<file path="src/design/pcpc_pkg.sv">
// Package: shared types and constants of the pulse charge phase controller.
`timescale 1ns / 1ps

package pcpc_pkg;

    // Default sizing
    localparam int BATTERY_COUNT_DEF = 3;
    localparam int SUM_WIDTH_DEF     = 48;

    // Fixed field widths
    localparam int CUR_W      = 16;
    localparam int TICK_W     = 24;
    localparam int CUM_W      = 32;
    localparam int FC_W       = 15;
    localparam int AVG_W      = 16;
    localparam int CFG_IDX_W  = 2;
    localparam int CFG_DATA_W = 32;

    // Phase codes
    localparam logic [1:0] PH_BULK  = 2'd0;
    localparam logic [1:0] PH_REST  = 2'd1;
    localparam logic [1:0] PH_FLOAT = 2'd2;

    // Register indexes
    localparam logic [CFG_IDX_W-1:0] CFG_MIN_OFF    = 2'd0;
    localparam logic [CFG_IDX_W-1:0] CFG_REST_LIMIT = 2'd1;
    localparam logic [CFG_IDX_W-1:0] CFG_FLOAT_CUR  = 2'd2;

    // Register reset values
    localparam logic [TICK_W-1:0] MIN_OFF_RST    = 24'd60;
    localparam logic [CUM_W-1:0]  REST_LIMIT_RST = 32'd3600;
    localparam logic [FC_W-1:0]   FLOAT_CUR_RST  = 15'd256;

    typedef struct packed {
        logic signed [CUR_W-1:0] current_battery_a;
        logic signed [CUR_W-1:0] current_battery_b;
        logic signed [CUR_W-1:0] current_battery_c;
        logic [1:0]              battery_on_charge;
        logic [15:0]             charge_voltage;
        logic [15:0]             gassing_limit;
    } tick_word_t;

    typedef struct packed {
        logic [1:0]              phase_battery_a;
        logic [1:0]              phase_battery_b;
        logic [1:0]              phase_battery_c;
        logic [1:0]              soc_full_battery;
        logic signed [AVG_W-1:0] cycle_average;
    } result_word_t;

endpackage

</file>
<file path="src/design/pulse_charge_phase_controller.sv">
// Top level: pulse charge phase controller with a shared restoring divider.
`timescale 1ns / 1ps

// Channel   Signals                               Direction  Word
// tick      tick_valid / tick_ready / tick_word   in         one charger tick
// result    result_valid / result_ready / ...     out        phases, full flag, average
// cfg       cfg_valid / cfg_ready / cfg_index ... in         one register write
//
// Sequence: after a tick is accepted, each battery entry is updated in turn (S_UPD),
// then the selected one is checked (S_CHECK); when a charge cycle closes through the
// divider (S_DIV, one quotient bit a cycle) the average is signed and clamped (S_SIGN)
// before S_FIN raises result_valid. The next tick can be taken as result_valid rises.
// Reset: asynchronous, active low; all phases bulk, counters and sums zero.
// Stalls: a result still held by result_ready low when the next tick reaches its
// final step keeps the block there until the held word is taken.
// cfg_ready is always high; writes land in the next cycle.

module pulse_charge_phase_controller #(
    parameter int BATTERY_COUNT = pcpc_pkg::BATTERY_COUNT_DEF,
    parameter int SUM_WIDTH     = pcpc_pkg::SUM_WIDTH_DEF
) (
    input  logic                             clk,
    input  logic                             rst_n,
    input  logic                             tick_valid,
    output logic                             tick_ready,
    input  pcpc_pkg::tick_word_t             tick_word,
    output logic                             result_valid,
    input  logic                             result_ready,
    output pcpc_pkg::result_word_t           result_word,
    input  logic                             cfg_valid,
    output logic                             cfg_ready,
    input  logic [pcpc_pkg::CFG_IDX_W-1:0]   cfg_index,
    input  logic [pcpc_pkg::CFG_DATA_W-1:0]  cfg_data
);

    localparam int IDX_W = (BATTERY_COUNT > 1) ? $clog2(BATTERY_COUNT) : 1;
    localparam int CNT_W = $clog2(SUM_WIDTH + 1);
    localparam int TICK_W = pcpc_pkg::TICK_W;
    localparam int CUM_W  = pcpc_pkg::CUM_W;
    localparam int FC_W   = pcpc_pkg::FC_W;
    localparam int AVG_W  = pcpc_pkg::AVG_W;
    localparam int CUR_W  = pcpc_pkg::CUR_W;
    localparam int TOT_W  = TICK_W + 1;

    // Sequencer states
    localparam logic [2:0] S_IDLE  = 3'd0;
    localparam logic [2:0] S_UPD   = 3'd1;
    localparam logic [2:0] S_CHECK = 3'd2;
    localparam logic [2:0] S_DIV   = 3'd3;
    localparam logic [2:0] S_SIGN  = 3'd4;
    localparam logic [2:0] S_FIN   = 3'd5;

    localparam logic [TICK_W-1:0] TICK_MAX = {TICK_W{1'b1}};
    localparam logic [CUM_W-1:0]  CUM_MAX  = {CUM_W{1'b1}};

    // Control
    logic [2:0]       state_reg, state_next;
    logic [IDX_W-1:0] ptr_reg, ptr_next;
    logic             out_valid_reg, out_valid_next;

    // Configuration
    logic [TICK_W-1:0] min_off_reg;
    logic [CUM_W-1:0]  rest_limit_reg;
    logic [FC_W-1:0]   float_cur_reg;

    // Per-battery state, one read and one write port at ptr_reg; phase_reg is also read per battery for the result
    logic [1:0]                  phase_reg  [BATTERY_COUNT];
    logic [TICK_W-1:0]           rest_reg   [BATTERY_COUNT];
    logic [TICK_W-1:0]           charge_reg [BATTERY_COUNT];
    logic [CUM_W-1:0]            cum_reg    [BATTERY_COUNT];
    logic signed [SUM_WIDTH-1:0] sum_reg    [BATTERY_COUNT];

    // Entry write
    logic                        ent_we;
    logic [1:0]                  ent_phase_next;
    logic [TICK_W-1:0]           ent_rest_next;
    logic [TICK_W-1:0]           ent_charge_next;
    logic [CUM_W-1:0]            ent_cum_next;
    logic signed [SUM_WIDTH-1:0] ent_sum_next;

    // Working payload
    pcpc_pkg::tick_word_t   tick_reg;
    pcpc_pkg::result_word_t out_word_reg, out_word_next;
    logic                   close_reg, close_next;
    logic                   neg_reg, neg_next;
    logic signed [AVG_W-1:0] avg_reg, avg_next;
    logic [SUM_WIDTH-1:0]   dvd_reg, dvd_next;
    logic [TOT_W-1:0]       rem_reg, rem_next;
    logic [TOT_W-1:0]       divisor_reg, divisor_next;
    logic [CNT_W-1:0]       cnt_reg, cnt_next;

    // Entry read
    logic [1:0]                  cur_phase;
    logic [TICK_W-1:0]           cur_rest;
    logic [TICK_W-1:0]           cur_charge;
    logic [CUM_W-1:0]            cur_cum;
    logic signed [SUM_WIDTH-1:0] cur_sum;
    logic signed [CUR_W-1:0]     cur_in_arr [BATTERY_COUNT];

    // Datapath helpers
    logic                    sel_ok;
    logic [IDX_W-1:0]        sel_idx;
    logic [1:0]              sel_m1;
    logic [TICK_W-1:0]       rest_inc;
    logic [TICK_W-1:0]       charge_inc;
    logic [SUM_WIDTH:0]      sum_wide;
    logic [SUM_WIDTH-1:0]    sum_sat;
    logic [SUM_WIDTH-1:0]    sum_mag;
    logic [TOT_W-1:0]        total;
    logic [TOT_W:0]          cand;
    logic [TOT_W:0]          diff;
    logic                    q_bit;
    logic [CUM_W:0]          cum_sum;
    logic [CUM_W-1:0]        cum_sat;
    logic [AVG_W:0]          neg_avg;
    logic                    go_float;
    logic                    fin_go;
    logic [1:0]              ph_out [3];

    assign cur_phase  = phase_reg[ptr_reg];
    assign cur_rest   = rest_reg[ptr_reg];
    assign cur_charge = charge_reg[ptr_reg];
    assign cur_cum    = cum_reg[ptr_reg];
    assign cur_sum    = sum_reg[ptr_reg];

    always_comb
    begin
        for (int i = 0; i < BATTERY_COUNT; i++)
        begin
            if (i == 0)
                cur_in_arr[i] = tick_reg.current_battery_a;
            else if (i == 1)
                cur_in_arr[i] = tick_reg.current_battery_b;
            else
                cur_in_arr[i] = tick_reg.current_battery_c;
        end
    end

    assign sel_ok  = (tick_reg.battery_on_charge != 2'd0) &&
                     (int'(tick_reg.battery_on_charge) <= BATTERY_COUNT);
    assign sel_m1  = tick_reg.battery_on_charge - 2'd1;
    assign sel_idx = sel_ok ? sel_m1[IDX_W-1:0] : '0;

    // Tick counters saturate at all ones
    assign rest_inc   = (cur_rest != TICK_MAX) ? cur_rest + 1'b1 : cur_rest;
    assign charge_inc = (cur_charge != TICK_MAX) ? cur_charge + 1'b1 : cur_charge;

    // Saturating accumulate of this battery's current
    assign sum_wide = {cur_sum[SUM_WIDTH-1], cur_sum} +
                      {{(SUM_WIDTH - CUR_W + 1){cur_in_arr[ptr_reg][CUR_W-1]}},
                       cur_in_arr[ptr_reg]};
    assign sum_sat  = (sum_wide[SUM_WIDTH] != sum_wide[SUM_WIDTH-1]) ?
                      (sum_wide[SUM_WIDTH] ? {1'b1, {(SUM_WIDTH-1){1'b0}}}
                                           : {1'b0, {(SUM_WIDTH-1){1'b1}}})
                      : sum_wide[SUM_WIDTH-1:0];

    assign sum_mag = cur_sum[SUM_WIDTH-1] ? ({SUM_WIDTH{1'b0}} - $unsigned(cur_sum))
                                          : $unsigned(cur_sum);
    assign total   = {1'b0, cur_rest} + {1'b0, cur_charge};

    // Restoring divider step
    assign cand  = {rem_reg, dvd_reg[SUM_WIDTH-1]};
    assign diff  = cand - {1'b0, divisor_reg};
    assign q_bit = (cand >= {1'b0, divisor_reg});

    // Cycle close: cumulated rest and float decision
    assign cum_sum  = {1'b0, cur_cum} + {{(CUM_W - TICK_W + 1){1'b0}}, cur_rest};
    assign cum_sat  = cum_sum[CUM_W] ? CUM_MAX : cum_sum[CUM_W-1:0];
    assign neg_avg  = {(AVG_W+1){1'b0}} - {avg_reg[AVG_W-1], avg_reg};
    assign go_float = ($signed(neg_avg) < $signed({2'b00, float_cur_reg})) ||
                      (cum_sat > rest_limit_reg);

    assign fin_go = (state_reg == S_FIN) && (!out_valid_reg || result_ready);

    always_comb
    begin
        state_next      = state_reg;
        ptr_next        = ptr_reg;
        close_next      = close_reg;
        neg_next        = neg_reg;
        avg_next        = avg_reg;
        dvd_next        = dvd_reg;
        rem_next        = rem_reg;
        divisor_next    = divisor_reg;
        cnt_next        = cnt_reg;
        ent_we          = 1'b0;
        ent_phase_next  = cur_phase;
        ent_rest_next   = cur_rest;
        ent_charge_next = cur_charge;
        ent_cum_next    = cur_cum;
        ent_sum_next    = cur_sum;

        unique case (state_reg)
            S_IDLE:
            begin
                if (tick_valid)
                begin
                    state_next = S_UPD;
                    ptr_next   = '0;
                end
            end
            S_UPD:
            begin
                ent_we       = 1'b1;
                ent_sum_next = sum_sat;
                if (cur_phase == pcpc_pkg::PH_REST)
                begin
                    ent_rest_next = rest_inc;
                    if (rest_inc > min_off_reg)
                        ent_phase_next = pcpc_pkg::PH_BULK;
                end
                else if (cur_phase == pcpc_pkg::PH_BULK)
                begin
                    ent_charge_next = charge_inc;
                end
                if (ptr_reg == IDX_W'(BATTERY_COUNT - 1))
                begin
                    ptr_next   = sel_idx;
                    state_next = S_CHECK;
                end
                else
                begin
                    ptr_next = ptr_reg + 1'b1;
                end
            end
            S_CHECK:
            begin
                close_next = sel_ok && (cur_phase == pcpc_pkg::PH_BULK) &&
                             (tick_reg.charge_voltage > tick_reg.gassing_limit);
                state_next = S_FIN;
                avg_next   = AVG_W'(0) - {1'b0, float_cur_reg};
                if (close_next && (total != '0) && (cur_charge < min_off_reg))
                begin
                    neg_next     = cur_sum[SUM_WIDTH-1];
                    dvd_next     = sum_mag;
                    rem_next     = '0;
                    divisor_next = total;
                    cnt_next     = CNT_W'(SUM_WIDTH);
                    state_next   = S_DIV;
                end
            end
            S_DIV:
            begin
                rem_next = q_bit ? diff[TOT_W-1:0] : cand[TOT_W-1:0];
                dvd_next = {dvd_reg[SUM_WIDTH-2:0], q_bit};
                cnt_next = cnt_reg - CNT_W'(1);
                if (cnt_reg == CNT_W'(1))
                    state_next = S_SIGN;
            end
            S_SIGN:
            begin
                // quotient magnitude in dvd_reg; apply sign and clamp to 16 bits
                if (neg_reg)
                    avg_next = (dvd_reg > SUM_WIDTH'(32768)) ? AVG_W'(16'h8000)
                                                             : AVG_W'(0) - dvd_reg[AVG_W-1:0];
                else
                    avg_next = (dvd_reg > SUM_WIDTH'(32767)) ? AVG_W'(16'h7FFF)
                                                             : dvd_reg[AVG_W-1:0];
                state_next = S_FIN;
            end
            S_FIN:
            begin
                if (fin_go)
                begin
                    state_next = S_IDLE;
                    if (close_reg)
                    begin
                        ent_we          = 1'b1;
                        ent_phase_next  = go_float ? pcpc_pkg::PH_FLOAT : pcpc_pkg::PH_REST;
                        ent_rest_next   = '0;
                        ent_charge_next = '0;
                        ent_sum_next    = '0;
                        ent_cum_next    = go_float ? '0 : cum_sat;
                    end
                end
            end
            default:
            begin
                state_next = S_IDLE;
            end
        endcase
    end

    // Phases seen on the result: the closing battery takes its new phase
    for (genvar g = 0; g < 3; g++)
    begin : g_ph
        if (g < BATTERY_COUNT)
        begin : g_used
            assign ph_out[g] = (close_reg && (ptr_reg == IDX_W'(g))) ? ent_phase_next
                                                                     : phase_reg[g];
        end
        else
        begin : g_unused
            assign ph_out[g] = pcpc_pkg::PH_BULK;
        end
    end

    always_comb
    begin
        out_word_next                  = out_word_reg;
        out_valid_next                 = out_valid_reg && !result_ready;
        if (fin_go)
        begin
            out_valid_next                 = 1'b1;
            out_word_next.phase_battery_a  = ph_out[0];
            out_word_next.phase_battery_b  = ph_out[1];
            out_word_next.phase_battery_c  = ph_out[2];
            out_word_next.soc_full_battery = (close_reg && go_float) ?
                                             tick_reg.battery_on_charge : 2'd0;
            out_word_next.cycle_average    = close_reg ? avg_reg : '0;
        end
    end

    // Control and architectural state
    always_ff @(posedge clk or negedge rst_n)
    begin
        if (!rst_n)
        begin
            state_reg      <= S_IDLE;
            ptr_reg        <= '0;
            out_valid_reg  <= 1'b0;
            min_off_reg    <= pcpc_pkg::MIN_OFF_RST;
            rest_limit_reg <= pcpc_pkg::REST_LIMIT_RST;
            float_cur_reg  <= pcpc_pkg::FLOAT_CUR_RST;
            for (int i = 0; i < BATTERY_COUNT; i++)
            begin
                phase_reg[i]  <= pcpc_pkg::PH_BULK;
                rest_reg[i]   <= '0;
                charge_reg[i] <= '0;
                cum_reg[i]    <= '0;
                sum_reg[i]    <= '0;
            end
        end
        else
        begin
            state_reg     <= state_next;
            ptr_reg       <= ptr_next;
            out_valid_reg <= out_valid_next;
            if (ent_we)
            begin
                phase_reg[ptr_reg]  <= ent_phase_next;
                rest_reg[ptr_reg]   <= ent_rest_next;
                charge_reg[ptr_reg] <= ent_charge_next;
                cum_reg[ptr_reg]    <= ent_cum_next;
                sum_reg[ptr_reg]    <= ent_sum_next;
            end
            if (cfg_valid)
            begin
                unique case (cfg_index)
                    pcpc_pkg::CFG_MIN_OFF:    min_off_reg    <= cfg_data[TICK_W-1:0];
                    pcpc_pkg::CFG_REST_LIMIT: rest_limit_reg <= cfg_data[CUM_W-1:0];
                    pcpc_pkg::CFG_FLOAT_CUR:  float_cur_reg  <= cfg_data[FC_W-1:0];
                    default:                  ;
                endcase
            end
        end
    end

    // Payload registers
    always_ff @(posedge clk)
    begin
        if (tick_valid && tick_ready)
            tick_reg <= tick_word;
        out_word_reg <= out_word_next;
        close_reg    <= close_next;
        neg_reg      <= neg_next;
        avg_reg      <= avg_next;
        dvd_reg      <= dvd_next;
        rem_reg      <= rem_next;
        divisor_reg  <= divisor_next;
        cnt_reg      <= cnt_next;
    end

    assign tick_ready   = (state_reg == S_IDLE);
    assign cfg_ready    = 1'b1;
    assign result_valid = out_valid_reg;
    assign result_word  = out_word_reg;

endmodule

</file>
<file path="config.mk">
export PLATFORM = sky130hd
export DESIGN_NAME = pulse_charge_phase_controller
export DESIGN_NICKNAME = d
export VERILOG_FILES = /design/src/design/pcpc_pkg.sv /design/src/design/pulse_charge_phase_controller.sv
export SDC_FILE = /design/constraint.sdc
export NUM_CORES = 2
export LEC_CHECK = 0
export ABC_CLOCK_PERIOD_IN_PS = 23900
export BUFFER_PORTS_ARGS = -buffer_cell sky130_fd_sc_hd__buf_2
export CAP_MARGIN = 20
export CORE_MARGIN = 4
export CORE_UTILIZATION = 44
export CTS_CLUSTER_SIZE = 20
export DETAILED_ROUTE_END_ITERATION = 8
export GPL_ROUTABILITY_DRIVEN = 1
export HOLD_SLACK_MARGIN = 0.08
export PLACE_DENSITY = 0.63
export SYNTH_ARGS = -nofsm -noshare
export SYNTH_HDL_FRONTEND = slang
export SYNTH_SLANG_ARGS = --single-unit
export TNS_END_PERCENT = 5
</file>
<file path="constraint.sdc">
create_clock -name clk -period 23.9 [get_ports clk]
set_input_delay 3.585 -clock clk [delete_from_list [all_inputs] [get_ports clk]]
set_output_delay 3.585 -clock clk [all_outputs]
set_load 0.05 [all_outputs]
</file>
After elaboration in Yosys (flattened, before gate mapping). Index checks and enable logic that the tools add are counted.

Register bits: 695. Bits of input ports: 121. Output and inout bits: 27. Logic and storage cells: 201.

Add/subtract/negate cells: 13. Order comparisons: 10. Equality and inequality tests: 19. Multiplexer cells: 87. Bitwise operators: 1. Reduce and logical (&&, ||, !) cells: 32.

Operators with widths (number): 48-bit 2-to-1 mux (9); 24-bit 2-to-1 mux (14); 32-bit 2-to-1 mux (8); 48-bit one-hot mux with 2 select lines (2); 144-bit bitwise mux (1); 72-bit bitwise mux (2); 24-bit binary-select mux with 2-bit select (2); 48-bit binary-select mux with 2-bit select (1); 96-bit bitwise mux (1); 48-bit demux with 2-bit select (1); 24-bit one-hot mux with 2 select lines (2); 16-bit 2-to-1 mux (5); 32-bit binary-select mux with 2-bit select (1); 32-bit demux with 2-bit select (1); 25-bit 2-to-1 mux (2); 25-bit one-hot mux with 2 select lines (1); 48-bit by 16-bit adder with 49-bit output (1); 24-bit by 1-bit adder with 24-bit output, second input constant (2); 24-bit demux with 2-bit select (1); 48-bit by 15-bit > comparator with 1-bit output, second input constant (1); 48-bit by 16-bit > comparator with 1-bit output, second input constant (1); 24-bit inequality test, second input constant (2); 1-bit by 48-bit subtractor with 48-bit output, first input constant (1); 32-bit by 24-bit adder with 33-bit output (1); 47 further kinds (99).

Logic depth before layout (Yosys ltp).
Word-level depth: 13. Mapped depth: 36. Gate-level depth less buffers: 24.

Worst setup path before layout. No wires, ideal clock.

Path type: reg2reg. Start point: reg ptr_reg[1]. End point: reg cnt_reg[0], enable pin. Library setup time: 0.625 ns. Data arrival time: 9.406 ns. Required time: 23.275 ns. Path slack: 13.869 ns. Stages on the path, launching flop included: 21. Period minus slack after synthesis: 10.031 ns. Cell sequence: dfrtp_1 -> buf_6 -> buf_12 -> buf_12 -> buf_8 -> buf_12 -> buf_12 -> nand2b_1 -> o22ai_2 -> ha_1 -> inv_1 -> fa_1 -> nor2b_1 -> o31ai_1 -> a2111oi_0 -> o41ai_1 -> o21ai_0 -> or2_2 -> a2bb2oi_1 -> nor4_1 -> o21ai_0.

Word-level cells in the longest chain between the ends: 11. Elaborated cells on any way between the ends: 20.

RTL lines: from (decl) (line pulse_charge_phase_controller.sv:58) `logic [IDX_W-1:0] ptr_reg, ptr_next;`; from (signal assigned) (line pulse_charge_phase_controller.sv:337) `ptr_reg <= ptr_next;`; 2-bit inverter with 3-bit output (implied by the code) (*) (line pulse_charge_phase_controller.sv:120, pulse_charge_phase_controller.sv:121, pulse_charge_phase_controller.sv:122); parallel branches: the longest is 7 deep, another holds 24-bit by 24-bit adder with 25-bit output; 1-bit logical AND (*) (line pulse_charge_phase_controller.sv:232) `if (close_next && (total != '0) && (cur_charge < min_off_reg))`; 2-bit inequality test (no source line) (*); 2-bit AND reduction (no source line) (*); to (signal assigned) (line pulse_charge_phase_controller.sv:371) `cnt_reg <= cnt_next;`; to (decl) (line pulse_charge_phase_controller.sv:90) `logic [CNT_W-1:0] cnt_reg, cnt_next;`.

Mark *: on every way between the ends. The select of a mux whose other input is x is not followed. A chain may end at the register's enable or synchronous reset.

Worst setup path after layout.
Start point: reg ptr_reg[1]. End point: reg cum_reg[46] (netlist name).

Word-level cells in the longest chain between the ends: 13. Elaborated cells on any way between the ends: 21.

RTL lines: 2-bit inverter with 3-bit output (implied by the code) (*) (line pulse_charge_phase_controller.sv:121, pulse_charge_phase_controller.sv:123, pulse_charge_phase_controller.sv:344); 32-bit binary-select mux with 2-bit select or 24-bit binary-select mux with 2-bit select (tied branches) (line pulse_charge_phase_controller.sv:123, pulse_charge_phase_controller.sv:121); 32-bit 2-to-1 mux (implied by the code) or 24-bit 2-to-1 mux (tied branches) (2 in a row) (line pulse_charge_phase_controller.sv:123, pulse_charge_phase_controller.sv:121); 32-bit by 24-bit adder with 33-bit output (line pulse_charge_phase_controller.sv:167) `assign cum_sum = {1'b0, cur_cum} + {{(CUM_W - TICK_W + 1){1'b0}}, cur_rest};`; 32-bit 2-to-1 mux (line pulse_charge_phase_controller.sv:168) `assign cum_sat = cum_sum[CUM_W] ? CUM_MAX : cum_sum[CUM_W-1:0];`; 32-bit > comparator (line pulse_charge_phase_controller.sv:171) `(cum_sat > rest_limit_reg);`; 1-bit logical OR (line pulse_charge_phase_controller.sv:170) `assign go_float = ($signed(neg_avg) < $signed({2'b00, float_cur_reg})) ||`; 32-bit 2-to-1 mux (line pulse_charge_phase_controller.sv:273) `ent_cum_next = go_float ? '0 : cum_sat;`; 32-bit 2-to-1 mux (line pulse_charge_phase_controller.sv:266) `if (close_reg)`; 32-bit 2-to-1 mux (line pulse_charge_phase_controller.sv:263) `if (fin_go)`; 32-bit 2-to-1 mux (line pulse_charge_phase_controller.sv:193) `unique case (state_reg)`; 96-bit bitwise mux (*) (line pulse_charge_phase_controller.sv:344) `cum_reg[ptr_reg] <= ent_cum_next;`; to (signal, indexed assignment) (line pulse_charge_phase_controller.sv:344); to (decl) (line pulse_charge_phase_controller.sv:70) `logic [CUM_W-1:0] cum_reg [BATTERY_COUNT];`.

Every way passes the cells marked *; elsewhere a longest branch is shown, timed or not. The select of a mux whose other input is x is not followed.

==> results.md <==
* Post-synthesis compound-gate area fraction at 0.196
* WP data arrival at 9.81 ns
* Num ports at 148
* Register share of total power at 0.280
* N_diodes at 0
* Mux share of post-synthesis cell area at 0.0619
* Main combinational cell family by area after synthesis: compound AO/OA/AOI/OAI gates
* Placed Area at 0.0448 mm^2
* Most used flip-flop cell after synthesis: dfrtp_1
* Nets at 5041
* Setup TNS at 0 ns
* Crit path time final at 9.22 ns
* Area share of xor/xnor cells in the synthesized design at 0.0379
* Critical path cell sequence: buf_4 > mux2i_1 > o2bb2ai_4 > ha_1 > fa_1 > a211oi_1 > o21ai_0 > and3_1 > o21ai_0 > a21oi_1 > o31a_1 > a21oi_1 > inv_1 > ha_1 > and4_1 > and3_1 > and3_1 > o21ai_0 > o211ai_1 > o221ai_1 > nand3_1 > o31ai_1 > mux2_2
* Starting density of the core at 0.444
* Layout filler cell count at 9103
* Post-cts hold buffer count at 0
* Synth unique cells at 109
* Routed vias/inst at 5.85
* Syn Nets at 4974
* Vias in the first global route at 33800
* Int Power at 0.00341 W
* Post_cts resized at 0
* Worst slew margin at 0.225
* Critical path class: flip-flop to flip-flop
* Worst Setup End Kind: flip-flop
* Post-synthesis area per instance at 9.31 um^2
* Clk root buf: clkbuf_16
* Num CTS Buffers at 83
* Global-route usage over all layers at 0.244
* Peak VDD IR at 124 uV
* Max Fanout on Critical Path at 43
* Worst-path clk slew at 0.06 ns
* Post-DP HPWL at 89.8 mm
* Outcome: finished, final reports clean
* Die Y at 320 um
* Simple-Gate Fraction of Synth Area at 0.157
* H-tree depth at 3
* P_leak at 20.4 nW
* PortBufs at 146
* Die area at 0.103 mm^2
* Clock Path Buffers at 3
* Most frequent cells in the layout: nand2_1 (672), o21ai_0 (544), dfrtp_1 (456)
* Fmax at 109 MHz
* Final WL at 128 mm
* Die W at 320 um
* Worst Max-Slew Pin Slew at 1.16 ns
* Worst Setup Start Kind: flip-flop
* Post-synthesis sequential area ratio at 0.432
* Switching pwr at 0.00290 W
* Antenna viol nets, final at 0
* Via count at 35200
* Core Box Area at 0.0967 mm^2
* Fraction of the mapped netlist area in adder cells at 0.0712
* Largest stage delay, worst path at 0.98 ns
* Hold/Removal Path Class: flip-flop to flip-flop
* Max-Cap Viols at 0
* Post-route design area at 0.0475 mm^2
* Syn-to-layout area delta at 10.7%
* Max-slew violation count at 0
* GRT overflow at 0
* Share of layout cells above drive strength 1 at 0.112
* RSZ-0062 raised after global routing: false
* Avg WL per Cell at 21.2 um
* Largest net degree at the start of global routing at 152
* PD cells at 133 mW/mm^2
* Data required time of the worst path at 24.49 ns
* Clock Sinks at 695
* Post-synthesis async set-or-reset flop share at 0.672
* Initial DRC Count at 3383
* Power share of the combinational group at 0.518
* Initial antenna violation count at 4
* Slowest cell on the critical path: dfrtp_4
* Seq cells post-synth at 695
* Leading cell type in the layout, fill and taps excluded: nand2_1
* Endpoints failing setup at 0
* Period utilization at 0.386
* Final Skew at 0.0323 ns
* Gate Count Post-Synth at 4611
* Number of flops mapped to enable cells by yosys at 228
* Post-CTS Setup Inserts at 0
* CTS tree: built
* Drt drc at 0
* First-pass GRT wire length at 198 mm
* Hold Violations, Final at 0
* Mapped Area at 0.0429 mm^2
* Sw frac at 0.460
* Clock share of power at 0.203
* Placement Rows at 114
* Clk Latency, worst-skew pair at 0.67 ns
* Number of flip-flops in the largest register at 144
* Pre-antenna DRT Iters at 6
* Warnings, synthesis at 0
* Routability Congestion at 0.939
## layer usage
| layer | GRT usage | vias up | wire, um |
|---|---|---|---|
| li1 | - | 16800 | - |
| met1 | 0.353 | 17000 | 58900 |
| met2 | 0.370 | 1260 | 55200 |
| met3 | 0.0532 | 198 | 10300 |
| met4 | 0.0719 | 4 | 3320 |
| met5 | 0 | - | 27 |
## synthesized netlist by cell type, types with 55 or more instances
master / instances / area share
a21o_1: 84 / 0.015
a21oi_1: 242 / 0.028
and2_1: 64 / 0.0093
clkbuf_1: 168 / 0.015
dfrtp_1: 458 / 0.27
edfxtp_1: 228 / 0.16
ha_1: 238 / 0.069
inv_1: 201 / 0.018
mux2_2: 88 / 0.023
mux2i_1: 164 / 0.038
nand2_1: 679 / 0.059
nand3_1: 71 / 0.0083
nand4_1: 55 / 0.0080
nor2_1: 277 / 0.024
nor3_1: 81 / 0.0094
o21ai_0: 546 / 0.064
xnor2_1: 125 / 0.025
xor2_1: 61 / 0.012
## worst max-delay path, delay by kind of cell (launching register included)
kind                     cells  cell delay, ns
AO/OA/AOI/OAI               11            4.08
adder cells (fa/ha/maj)      3            0.99
buffers and inverters        2            0.77
flip-flops                   1            0.98
multiplexers                 2            0.61
AND/OR/NAND/NOR              5            1.60
## power groups by stage
| stage | Clock [W] | Combinational, W | Sequential (W) |
|---|---|---|---|
| CTS | 0.00131 | 0.00322 | 0.00176 |
| finish | 0.00128 | 0.00327 | 0.00176 |
| floorplan | 0 | 0.00231 | 0.00173 |
| detailed placement | 0 | 0.00320 | 0.00178 |
| global placement | 0 | 0.00317 | 0.00177 |
| global route | 0.00136 | 0.00358 | 0.00180 |
## path summary, 6_finish.rpt
check | from | to | slack [ns] | cells after the start
max | ptr_reg[1] | cum_reg[46] | 14.68 | 23
max reg2reg | ptr_reg[1] | cum_reg[46] | 14.68 | 23
min | charge_reg[45] | charge_reg[45] | 0.47 | 1
min reg2reg | charge_reg[45] | charge_reg[45] | 0.47 | 1
min in group asynchronous | rst_n | rest_limit_reg[30] | 3.01 | 1
max in group asynchronous | rst_n | ptr_reg[1] | 18.51 | 3
## kinds of logic (layout without fill, tap and decap cells)
kind of cell	Yosys count	in the layout
flip-flops	695	695
buffers and inverters	436	571
adder cells (fa/ha/maj)	242	242
multiplexers	254	254
AO/OA/AOI/OAI	1339	1339
XOR/XNOR	186	186
other	1	1
AND/OR/NAND/NOR	1458	1458
## stage by stage
step | utilization | power (W) | setup slack, ns | std cells | hold WS (ns)
final | 0.492 | 0.00631 | 14.68 | 6022 | 0.473
after global routing | 0.492 | 0.00674 | 14.25 | 6022 | 0.483
after CTS | 0.492 | 0.00629 | 14.94 | 6022 | 0.470
after detailed placement | 0.463 | 0.00499 | 15.06 | 5869 | 0.462
after global placement | 0.463 | 0.00494 | 14.95 | 5868 | 0.459
after floorplan | - | 0.00404 | 13.87 | 4611 | 0.443
## cell type report
class | count | area, um^2 | area share
Clock buffer | 108 | 2210 | 0.0465
Clock inverter | 45 | 537 | 0.0113
Inverter | 206 | 773 | 0.0163
Multi-Input combinational cell | 3480 | 22600 | 0.476
Sequential cell | 695 | 18600 | 0.390
Tap cell | 1276 | 1600 | 0.0336
Timing Repair Buffer | 212 | 1260 | 0.0264
No activity file was read; power rests on OpenSTA's default activity.
